$ cat src/hw/rtl/srm_pkg.sv
// Shared constants for the step response metrics block.
`default_nettype none
package srm_pkg;
    localparam int DIVISOR_W = 24;
    localparam int MAG_W = 23;
    localparam logic [MAG_W-1:0] MAG_MAX = 23'h7FFFFF;
    localparam logic [14:0] OVER_SCALE = 15'd25600;
    localparam logic [4:0] BAND_MUL = 5'd20;
    localparam logic [2:0] BAND_HOLD = 3'd5;

    localparam logic [1:0] PH_WAIT = 2'd0;
    localparam logic [1:0] PH_BAND = 2'd1;
    localparam logic [1:0] PH_SETTLED = 2'd2;

    localparam logic [1:0] OP_OVER = 2'd0;
    localparam logic [1:0] OP_MEAN = 2'd1;
    localparam logic [1:0] OP_SQ = 2'd2;

    localparam logic CFG_TARGET = 1'b0;
    localparam logic CFG_LIMIT = 1'b1;
endpackage
`default_nettype wire

$ cat src/hw/rtl/srm_div.sv
// Bit-serial restoring divider, one quotient bit per cycle.
`default_nettype none
module srm_div #(
    parameter int DW = 57
) (
    input  wire logic                           clk,
    input  wire logic                           rst_n,
    input  wire logic                           load,
    input  wire logic [DW-1:0]                  dividend,
    input  wire logic [srm_pkg::DIVISOR_W-1:0]  divisor,
    output logic                                busy,
    output logic [DW-1:0]                       quotient
);
    import srm_pkg::*;

    localparam int CW = $clog2(DW + 1);

    logic [CW-1:0]        cnt_reg, cnt_next;
    logic [DW-1:0]        quo_reg, quo_next;
    logic [DIVISOR_W-1:0] rem_reg, rem_next;
    logic [DIVISOR_W-1:0] div_reg;
    logic [DIVISOR_W:0]   rem_sh;
    logic                 ge;

    always_comb
    begin
        rem_sh = {rem_reg, quo_reg[DW-1]};
        ge = rem_sh >= {1'b0, div_reg};
        cnt_next = cnt_reg;
        quo_next = quo_reg;
        rem_next = rem_reg;
        if (load)
        begin
            cnt_next = CW'(DW);
            quo_next = dividend;
            rem_next = '0;
        end
        else if (cnt_reg != '0)
        begin
            cnt_next = cnt_reg - 1'b1;
            quo_next = {quo_reg[DW-2:0], ge};
            rem_next = ge ? DIVISOR_W'(rem_sh - {1'b0, div_reg}) : rem_sh[DIVISOR_W-1:0];
        end
    end

    always_ff @(posedge clk or negedge rst_n)
    begin
        if (!rst_n)
            cnt_reg <= '0;
        else
            cnt_reg <= cnt_next;
    end

    always_ff @(posedge clk)
    begin
        quo_reg <= quo_next;
        rem_reg <= rem_next;
        if (load)
            div_reg <= divisor;
    end

    assign busy = cnt_reg != '0;
    assign quotient = quo_reg;
endmodule
`default_nettype wire

$ cat src/hw/rtl/step_response_metrics.sv
// Step response metrics: per-sample tracking and end-of-record statistics.
// A sample that is not marked last leaves the block idle, so it is ready again the next cycle.
// A last sample runs three divisions (two for a zero target) of 47+COUNT_BITS steps on one
// bit-serial divider before its result beat is registered; an empty record skips the divisions.
// Input stalls meanwhile and while the previous beat waits.
// Reset clears record state, sets target_speed to 0 and sample_limit to 50.
`default_nettype none
module step_response_metrics #(
    parameter int COUNT_BITS = 10
) (
    input  wire logic               clk,
    input  wire logic               rst_n,
    input  wire logic               cfg_we,
    input  wire logic               cfg_index,
    input  wire logic [23:0]        cfg_data,
    input  wire logic               in_valid,
    output logic                    in_stall,
    input  wire logic signed [23:0] sample,
    input  wire logic [31:0]        time_stamp,
    input  wire logic               last,
    output logic                    out_valid,
    input  wire logic               out_stall,
    output logic [31:0]             rise_time,
    output logic [31:0]             peak_time,
    output logic [31:0]             settle_time,
    output logic signed [23:0]      overshoot_pct,
    output logic signed [23:0]      mean_speed,
    output logic signed [48:0]      variance,
    output logic                    rise_seen,
    output logic                    target_zero
);
    import srm_pkg::*;

    localparam int SUM_W = 24 + COUNT_BITS;
    localparam int SQ_W = 47 + COUNT_BITS;
    localparam int DW = SQ_W;
    localparam int LW = (COUNT_BITS > 10) ? COUNT_BITS : 10;
    localparam logic [COUNT_BITS-1:0] COUNT_MAX = '1;

    localparam logic [1:0] S_IDLE = 2'd0;
    localparam logic [1:0] S_START = 2'd1;
    localparam logic [1:0] S_DIV = 2'd2;
    localparam logic [1:0] S_FIN = 2'd3;

    logic signed [23:0]    target_speed_reg;
    logic [9:0]            sample_limit_reg;

    logic [1:0]            state_reg;
    logic [1:0]            op_reg;
    logic [1:0]            phase_reg;
    logic [MAG_W-1:0]      peak_reg;
    logic                  climbing_reg;
    logic [31:0]           first_reg, rise_reg, peak_stamp_reg, settle_reg;
    logic                  started_reg;
    logic [2:0]            band_reg;
    logic signed [SUM_W-1:0] sum_reg;
    logic [SQ_W-1:0]       sq_reg;
    logic [COUNT_BITS-1:0] count_reg;
    logic                  neg_reg;
    logic signed [23:0]    over_reg, mean_reg;
    logic [47:0]           sqq_reg;
    logic [47:0]           msq_reg;
    logic                  out_valid_reg;

    logic                  accept, kept;
    logic                  out_free, fin_go;
    logic [MAG_W-1:0]      mag, tmag;
    logic [23:0]           texact;
    logic signed [24:0]    diff;
    logic [24:0]           diff_abs;
    logic [29:0]           band_lhs;
    logic                  in_band, rise_now;
    logic [1:0]            ph_a, ph_b;
    logic [2:0]            band_next;
    logic [47:0]           vsq;

    logic                  div_load, div_busy;
    logic [DW-1:0]         div_dividend, quotient;
    logic [DIVISOR_W-1:0]  div_divisor;
    logic signed [MAG_W:0] over_num;
    logic [MAG_W-1:0]      over_abs;
    logic [SUM_W-1:0]      sum_abs;
    logic [47:0]           msq_next;

    function automatic logic [MAG_W-1:0] abs_sat(input logic signed [23:0] v);
        logic [23:0] m;
        m = v[23] ? 24'(-v) : 24'(v);
        return m[23] ? MAG_MAX : m[MAG_W-1:0];
    endfunction

    assign in_stall = (state_reg != S_IDLE);
    assign accept = in_valid && !in_stall;
    assign kept = (LW'(count_reg) < LW'(sample_limit_reg)) && (count_reg != COUNT_MAX);
    // hold the final cycle until the output register is free
    assign out_free = !out_valid_reg || !out_stall;
    assign fin_go = (state_reg == S_FIN) && out_free;

    always_comb
    begin
        mag = abs_sat(sample);
        tmag = abs_sat(target_speed_reg);
        texact = target_speed_reg[23] ? 24'(-target_speed_reg) : 24'(target_speed_reg);
        rise_now = (phase_reg == PH_WAIT) && (tmag <= mag);
        ph_a = rise_now ? PH_BAND : phase_reg;
        diff = 25'(target_speed_reg) - 25'(sample);
        diff_abs = diff[24] ? 25'(-diff) : 25'(diff);
        band_lhs = 30'(diff_abs) * 30'(BAND_MUL);
        in_band = band_lhs < 30'(texact);
        band_next = in_band ? band_reg + 1'b1 : 3'd0;
        ph_b = ph_a;
        if (ph_a == PH_BAND && band_next > BAND_HOLD)
            ph_b = PH_SETTLED;
        vsq = 48'($unsigned(48'(sample) * 48'(sample)));
        over_num = $signed({1'b0, peak_reg}) - $signed({1'b0, tmag});
        over_abs = over_num[MAG_W] ? MAG_W'(-over_num) : over_num[MAG_W-1:0];
        sum_abs = sum_reg[SUM_W-1] ? SUM_W'(-sum_reg) : SUM_W'(sum_reg);
        msq_next = 48'($unsigned(48'(mean_reg) * 48'(mean_reg)));
    end

    // divider sequencing
    always_comb
    begin
        div_load = 1'b0;
        div_dividend = '0;
        div_divisor = DIVISOR_W'(count_reg);
        if (state_reg == S_START && count_reg != '0)
        begin
            div_load = 1'b1;
            if (target_speed_reg != '0)
            begin
                div_dividend = DW'(38'(over_abs) * 38'(OVER_SCALE));
                div_divisor = DIVISOR_W'(tmag);
            end
            else
                div_dividend = DW'(sum_abs);
        end
        else if (state_reg == S_DIV && !div_busy && op_reg != OP_SQ)
        begin
            div_load = 1'b1;
            if (op_reg == OP_OVER)
                div_dividend = DW'(sum_abs);
            else
                div_dividend = DW'(sq_reg);
        end
    end

    srm_div #(.DW(DW)) u_div (
        .clk      (clk),
        .rst_n    (rst_n),
        .load     (div_load),
        .dividend (div_dividend),
        .divisor  (div_divisor),
        .busy     (div_busy),
        .quotient (quotient)
    );

    always_ff @(posedge clk or negedge rst_n)
    begin
        if (!rst_n)
        begin
            target_speed_reg <= '0;
            sample_limit_reg <= 10'd50;
            state_reg <= S_IDLE;
            op_reg <= OP_OVER;
            phase_reg <= PH_WAIT;
            peak_reg <= '0;
            climbing_reg <= 1'b1;
            first_reg <= '0;
            started_reg <= 1'b0;
            rise_reg <= '0;
            peak_stamp_reg <= '0;
            settle_reg <= '0;
            band_reg <= '0;
            sum_reg <= '0;
            sq_reg <= '0;
            count_reg <= '0;
            out_valid_reg <= 1'b0;
        end
        else
        begin
            if (cfg_we)
            begin
                case (cfg_index)
                    CFG_TARGET: target_speed_reg <= cfg_data;
                    CFG_LIMIT:  sample_limit_reg <= cfg_data[9:0];
                    default:    ;
                endcase
            end
            if (fin_go)
                out_valid_reg <= 1'b1;
            else if (!out_stall)
                out_valid_reg <= 1'b0;

            case (state_reg)
                S_IDLE:
                begin
                    if (accept)
                    begin
                        if (kept)
                        begin
                            if (!started_reg)
                            begin
                                first_reg <= time_stamp;
                                started_reg <= 1'b1;
                            end
                            if (rise_now)
                            begin
                                rise_reg <= time_stamp;
                                settle_reg <= time_stamp;
                            end
                            if (peak_reg <= mag)
                            begin
                                peak_reg <= mag;
                                if (climbing_reg)
                                    peak_stamp_reg <= time_stamp;
                            end
                            else if (climbing_reg && peak_reg >= tmag)
                                climbing_reg <= 1'b0;
                            if (ph_a == PH_BAND)
                            begin
                                band_reg <= band_next;
                                if (!in_band)
                                    settle_reg <= time_stamp;
                            end
                            phase_reg <= ph_b;
                            if (ph_b != PH_WAIT)
                            begin
                                sum_reg <= sum_reg + SUM_W'(sample);
                                sq_reg <= sq_reg + SQ_W'(vsq);
                            end
                            count_reg <= count_reg + 1'b1;
                        end
                        if (last)
                            state_reg <= S_START;
                    end
                end
                S_START:
                begin
                    if (count_reg == '0)
                        state_reg <= S_FIN;
                    else
                    begin
                        state_reg <= S_DIV;
                        op_reg <= (target_speed_reg != '0) ? OP_OVER : OP_MEAN;
                    end
                end
                S_DIV:
                begin
                    if (!div_busy)
                    begin
                        case (op_reg)
                            OP_OVER: op_reg <= OP_MEAN;
                            OP_MEAN: op_reg <= OP_SQ;
                            default: state_reg <= S_FIN;
                        endcase
                    end
                end
                default:
                begin
                    if (fin_go)
                    begin
                        state_reg <= S_IDLE;
                        phase_reg <= PH_WAIT;
                        peak_reg <= '0;
                        climbing_reg <= 1'b1;
                        first_reg <= '0;
                        started_reg <= 1'b0;
                        rise_reg <= '0;
                        peak_stamp_reg <= '0;
                        settle_reg <= '0;
                        band_reg <= '0;
                        sum_reg <= '0;
                        sq_reg <= '0;
                        count_reg <= '0;
                    end
                end
            endcase
        end
    end

    // result datapath
    always_ff @(posedge clk)
    begin
        msq_reg <= msq_next;
        if (state_reg == S_START)
        begin
            neg_reg <= (target_speed_reg == '0) ? sum_reg[SUM_W-1] : over_num[MAG_W];
            over_reg <= '0;
            mean_reg <= '0;
            sqq_reg <= '0;
        end
        if (state_reg == S_DIV && !div_busy)
        begin
            case (op_reg)
                OP_OVER:
                begin
                    if (!neg_reg)
                        over_reg <= (quotient > DW'(24'h7FFFFF)) ? 24'sh7FFFFF
                                                                : 24'(quotient);
                    else
                        over_reg <= (quotient > DW'(24'h800000)) ? 24'sh800000
                                                                : 24'(-quotient);
                    neg_reg <= sum_reg[SUM_W-1];
                end
                OP_MEAN:
                    mean_reg <= neg_reg ? 24'(-quotient) : 24'(quotient);
                default:
                    sqq_reg <= quotient[47:0];
            endcase
        end
        if (fin_go)
        begin
            rise_seen <= (phase_reg != PH_WAIT) && (count_reg != '0);
            target_zero <= target_speed_reg == '0;
            overshoot_pct <= over_reg;
            mean_speed <= mean_reg;
            if (count_reg != '0)
                variance <= 49'($signed({1'b0, sqq_reg}) - $signed({1'b0, msq_reg}));
            else
                variance <= '0;
            if (phase_reg != PH_WAIT && count_reg != '0)
            begin
                rise_time <= rise_reg - first_reg;
                peak_time <= peak_stamp_reg - first_reg;
                settle_time <= settle_reg - first_reg;
            end
            else
            begin
                rise_time <= '0;
                peak_time <= '0;
                settle_time <= '0;
            end
        end
    end

    assign out_valid = out_valid_reg;
endmodule
`default_nettype wire

$ cat config.mk
export PLATFORM = sky130hd
export DESIGN_NAME = step_response_metrics
export DESIGN_NICKNAME = d
export VERILOG_FILES = /design/src/hw/rtl/srm_pkg.sv /design/src/hw/rtl/srm_div.sv /design/src/hw/rtl/step_response_metrics.sv
export SDC_FILE = /design/constraint.sdc
export NUM_CORES = 2
export LEC_CHECK = 0
export BUFFER_PORTS_ARGS = -buffer_cell sky130_fd_sc_hd__buf_4
export CORE_ASPECT_RATIO = 0.75
export CORE_MARGIN = 2
export CORE_UTILIZATION = 41
export DETAILED_ROUTE_END_ITERATION = 8
export PLACE_DENSITY_LB_ADDON = 0.08
export SYNTH_ARGS = -nofsm -noshare
export SYNTH_HDL_FRONTEND = slang
export SYNTH_HIERARCHICAL = 1
export SYNTH_SLANG_ARGS = --single-unit
$ cat constraint.sdc
create_clock -name clk -period 10.7 [get_ports clk]
set_input_delay 2.14 -clock clk [delete_from_list [all_inputs] [get_ports clk]]
set_output_delay 2.14 -clock clk [all_outputs]
set_load 0.005 [all_outputs]
==> out/summary.txt <==
Status: complete, no violations
Antenna violations before repair: 9
Sink of the worst hold path: overshoot_pct[0]
Area contributors post-synth: fa_1, ha_1, edfxtp_1
GP Congestion: 0.910
Clk_lat worst skew: 0.76 ns
Crit-path leading delay family: adder cells
H-tree levels: 3
DRT Pass-1 Iters: 6
Vias in the first global route: 71100
Final Cycle Share: 0.960
CP endpoint kind: flop
Routed len/inst: 21.0 um
Synth Area per Inst: 9.26 sq um
Placed Instance Area: 97900 sq um
HP Start: over_reg[0]
Layout cells sized above 1: 0.116
TNS Setup: 0 ns
CTS clk-pin slew, worst paths: 0.06 ns
Initial drt markers: 5377
Reg2reg setup slack: 0.61 ns
CP Data Arrival Time: 10.81 ns
CP max FO: 15
Seq cells post-synth: 748
Post-Syn Area: 89100 sq um
# hold bufs at CTS: 0
Die footprint: 221000 sq um
HPWL reported at the end of detailed placement: 228000 um
Vias: 69600
CTS Sinks: 748
Global-route met2 utilization: 0.383
# fillers: 21000
First-pass GRT wire length: 429000 um
Core Area: 216000 sq um
Hold path cells: 0
CP most frequent cell: fa_1
Synth unique cells: 102
Met3 Usage GRT: 0.0373
TritonCTS clock tree: yes
Hold crit path type: reg -> reg
R2R depth: 34
Kind of critical path: in -> reg
Largest area contributor in the netlist: fa_1
Busiest metal layer after global routing: met2
Max Clk Rate: 97.4 MHz
Max-Cap Viols: 0
Register area share after synthesis: 0.216
ANT nets after route: 0
Top-area cell type share of the netlist area: 0.256
Synth-to-Final Area Change: 13.5%
Reg2reg end: u_div/quotient[37]
Min Tclk post-route: 10.27 ns
Total gr overflow: 0
Post-synth net total: 11700
Met1 Use GR: 0.379
Yosys warns: 6
DRC viols: 0
WP data required: 11.24 ns
Final instance area: 101000 sq um
Ys async rst share: 0.406
Starting Density: 0.412
Final setup vio count: 0
Post-Syn Instances: 9625
Minimum hold slack: 0.430 ns
Vias per inst: 5.29
CP Buf/Inv Count: 10
Clock Path Buffers: 3
Root Driver: clkbuf_16
Cell Rows: 148
Worst slew pin tran: 1.28 ns
Final net count: 12300
Total track usage: 0.251
RSZ-0062 raised after global routing: no
Fin. Hold Viols: 0
Number of port buffers: 283
Die width: 542 um
Slowest-stage cell, CP: fa_1
CTS Buf Count: 89
Setup crit start: sample[2]
Post-synth top flop: dfrtp_1
Drt total wl: 276000 um
Largest net degree at the start of global routing: 147
Worst Skew: 0.0858 ns
Worst path max stage delay: 0.56 ns
Io pins: 284
Worst slew margin: 0.143
Number of synthesized flops with an enable pin: 276
Crit path launch type: primary input
Worst r2r src: target_speed_reg[4]
Die Height: 408 um
Max-slew violations: 0
-- cells in the mapped netlist, types with 168 or more instances --
cell type,count
a21o_1,231
a21oi_1,408
and2_1,187
clkbuf_1,271
dfrtp_1,300
dfxtp_1,168
edfxtp_1,276
fa_1,1138
ha_1,800
inv_1,1556
nand2_1,959
nor2_1,593
o21ai_0,510
xnor2_1,306
xor2_1,227
-- cell families (layout without fill, tap and decap cells) --
group,Yosys count,in the layout,share of synthesized area
flops,748,748,0.216
simple gates,2595,2595,0.139
mux,120,120,0.0148
other cells,1,6,0.0000421
compound gates,1796,1796,0.129
xor+xnor,533,533,0.0524
buf+inv,1894,2578,0.0803
fa+ha+maj,1938,1938,0.368
-- per-stage QoR --
step                setup slack (ns)   util  instances
floorplan                      0.133      -       9625
global placement              -0.557  0.452      13000
detailed placement            -0.616  0.452      13000
CTS                           0.0748  0.467      13200
global route                 0.00269  0.467      13200
finish                         0.429  0.467      13200
-- area by class of cell --
cell class / instances / area [sq um] / share of cell area
Antenna cell: 5 / 12.5 / 0.000124
Clock buffer: 119 / 2490 / 0.0247
Clock inverter: 49 / 609 / 0.00602
Inverter: 1568 / 5890 / 0.0583
Multi-Input combinational cell: 6983 / 62900 / 0.622
Sequential cell: 748 / 19300 / 0.190
Tap cell: 2850 / 3570 / 0.0353
Timing Repair Buffer: 842 / 6410 / 0.0634
-- placed cells by master, fill, tap and decap left out, types with 231 or more instances in the layout --
cell type / n
inv_1: 1554
o21ai_0: 507
a21oi_1: 400
edfxtp_1: 276
xnor2_1: 304
ha_1: 798
fa_1: 1138
buf_4: 833
nand2_1: 957
dfrtp_1: 300
nor2_1: 589
a21o_1: 231
-- layer usage --
metal | vias up | wire length (um)
met4 | 4 | 5280
met5 | - | 27
met1 | 34600 | 135000
met2 | 1697 | 119000
met3 | 257 | 16600
li1 | 33000 | -
-- what timing repair did --
item | 4_1_cts | 5_1_grt
endpoints found under the setup margin | 0 | 20
setup buffers | 0 | 1
resized for setup | 0 | 23
-- worst max path at each step --
stage                      end  slack (ns)  cells after the start
floorplan           sq_reg[50]        0.13                     41
global placement    sq_reg[52]       -0.56                     33
detailed placement  sq_reg[52]       -0.62                     33
CTS                 sq_reg[52]        0.07                     33
global route        sq_reg[52]       0.003                     41
finish              sq_reg[54]        0.43                     41
Power is not shown: default switching activity piles up to over one toggle a cycle in this logic, so the estimate is an artifact.
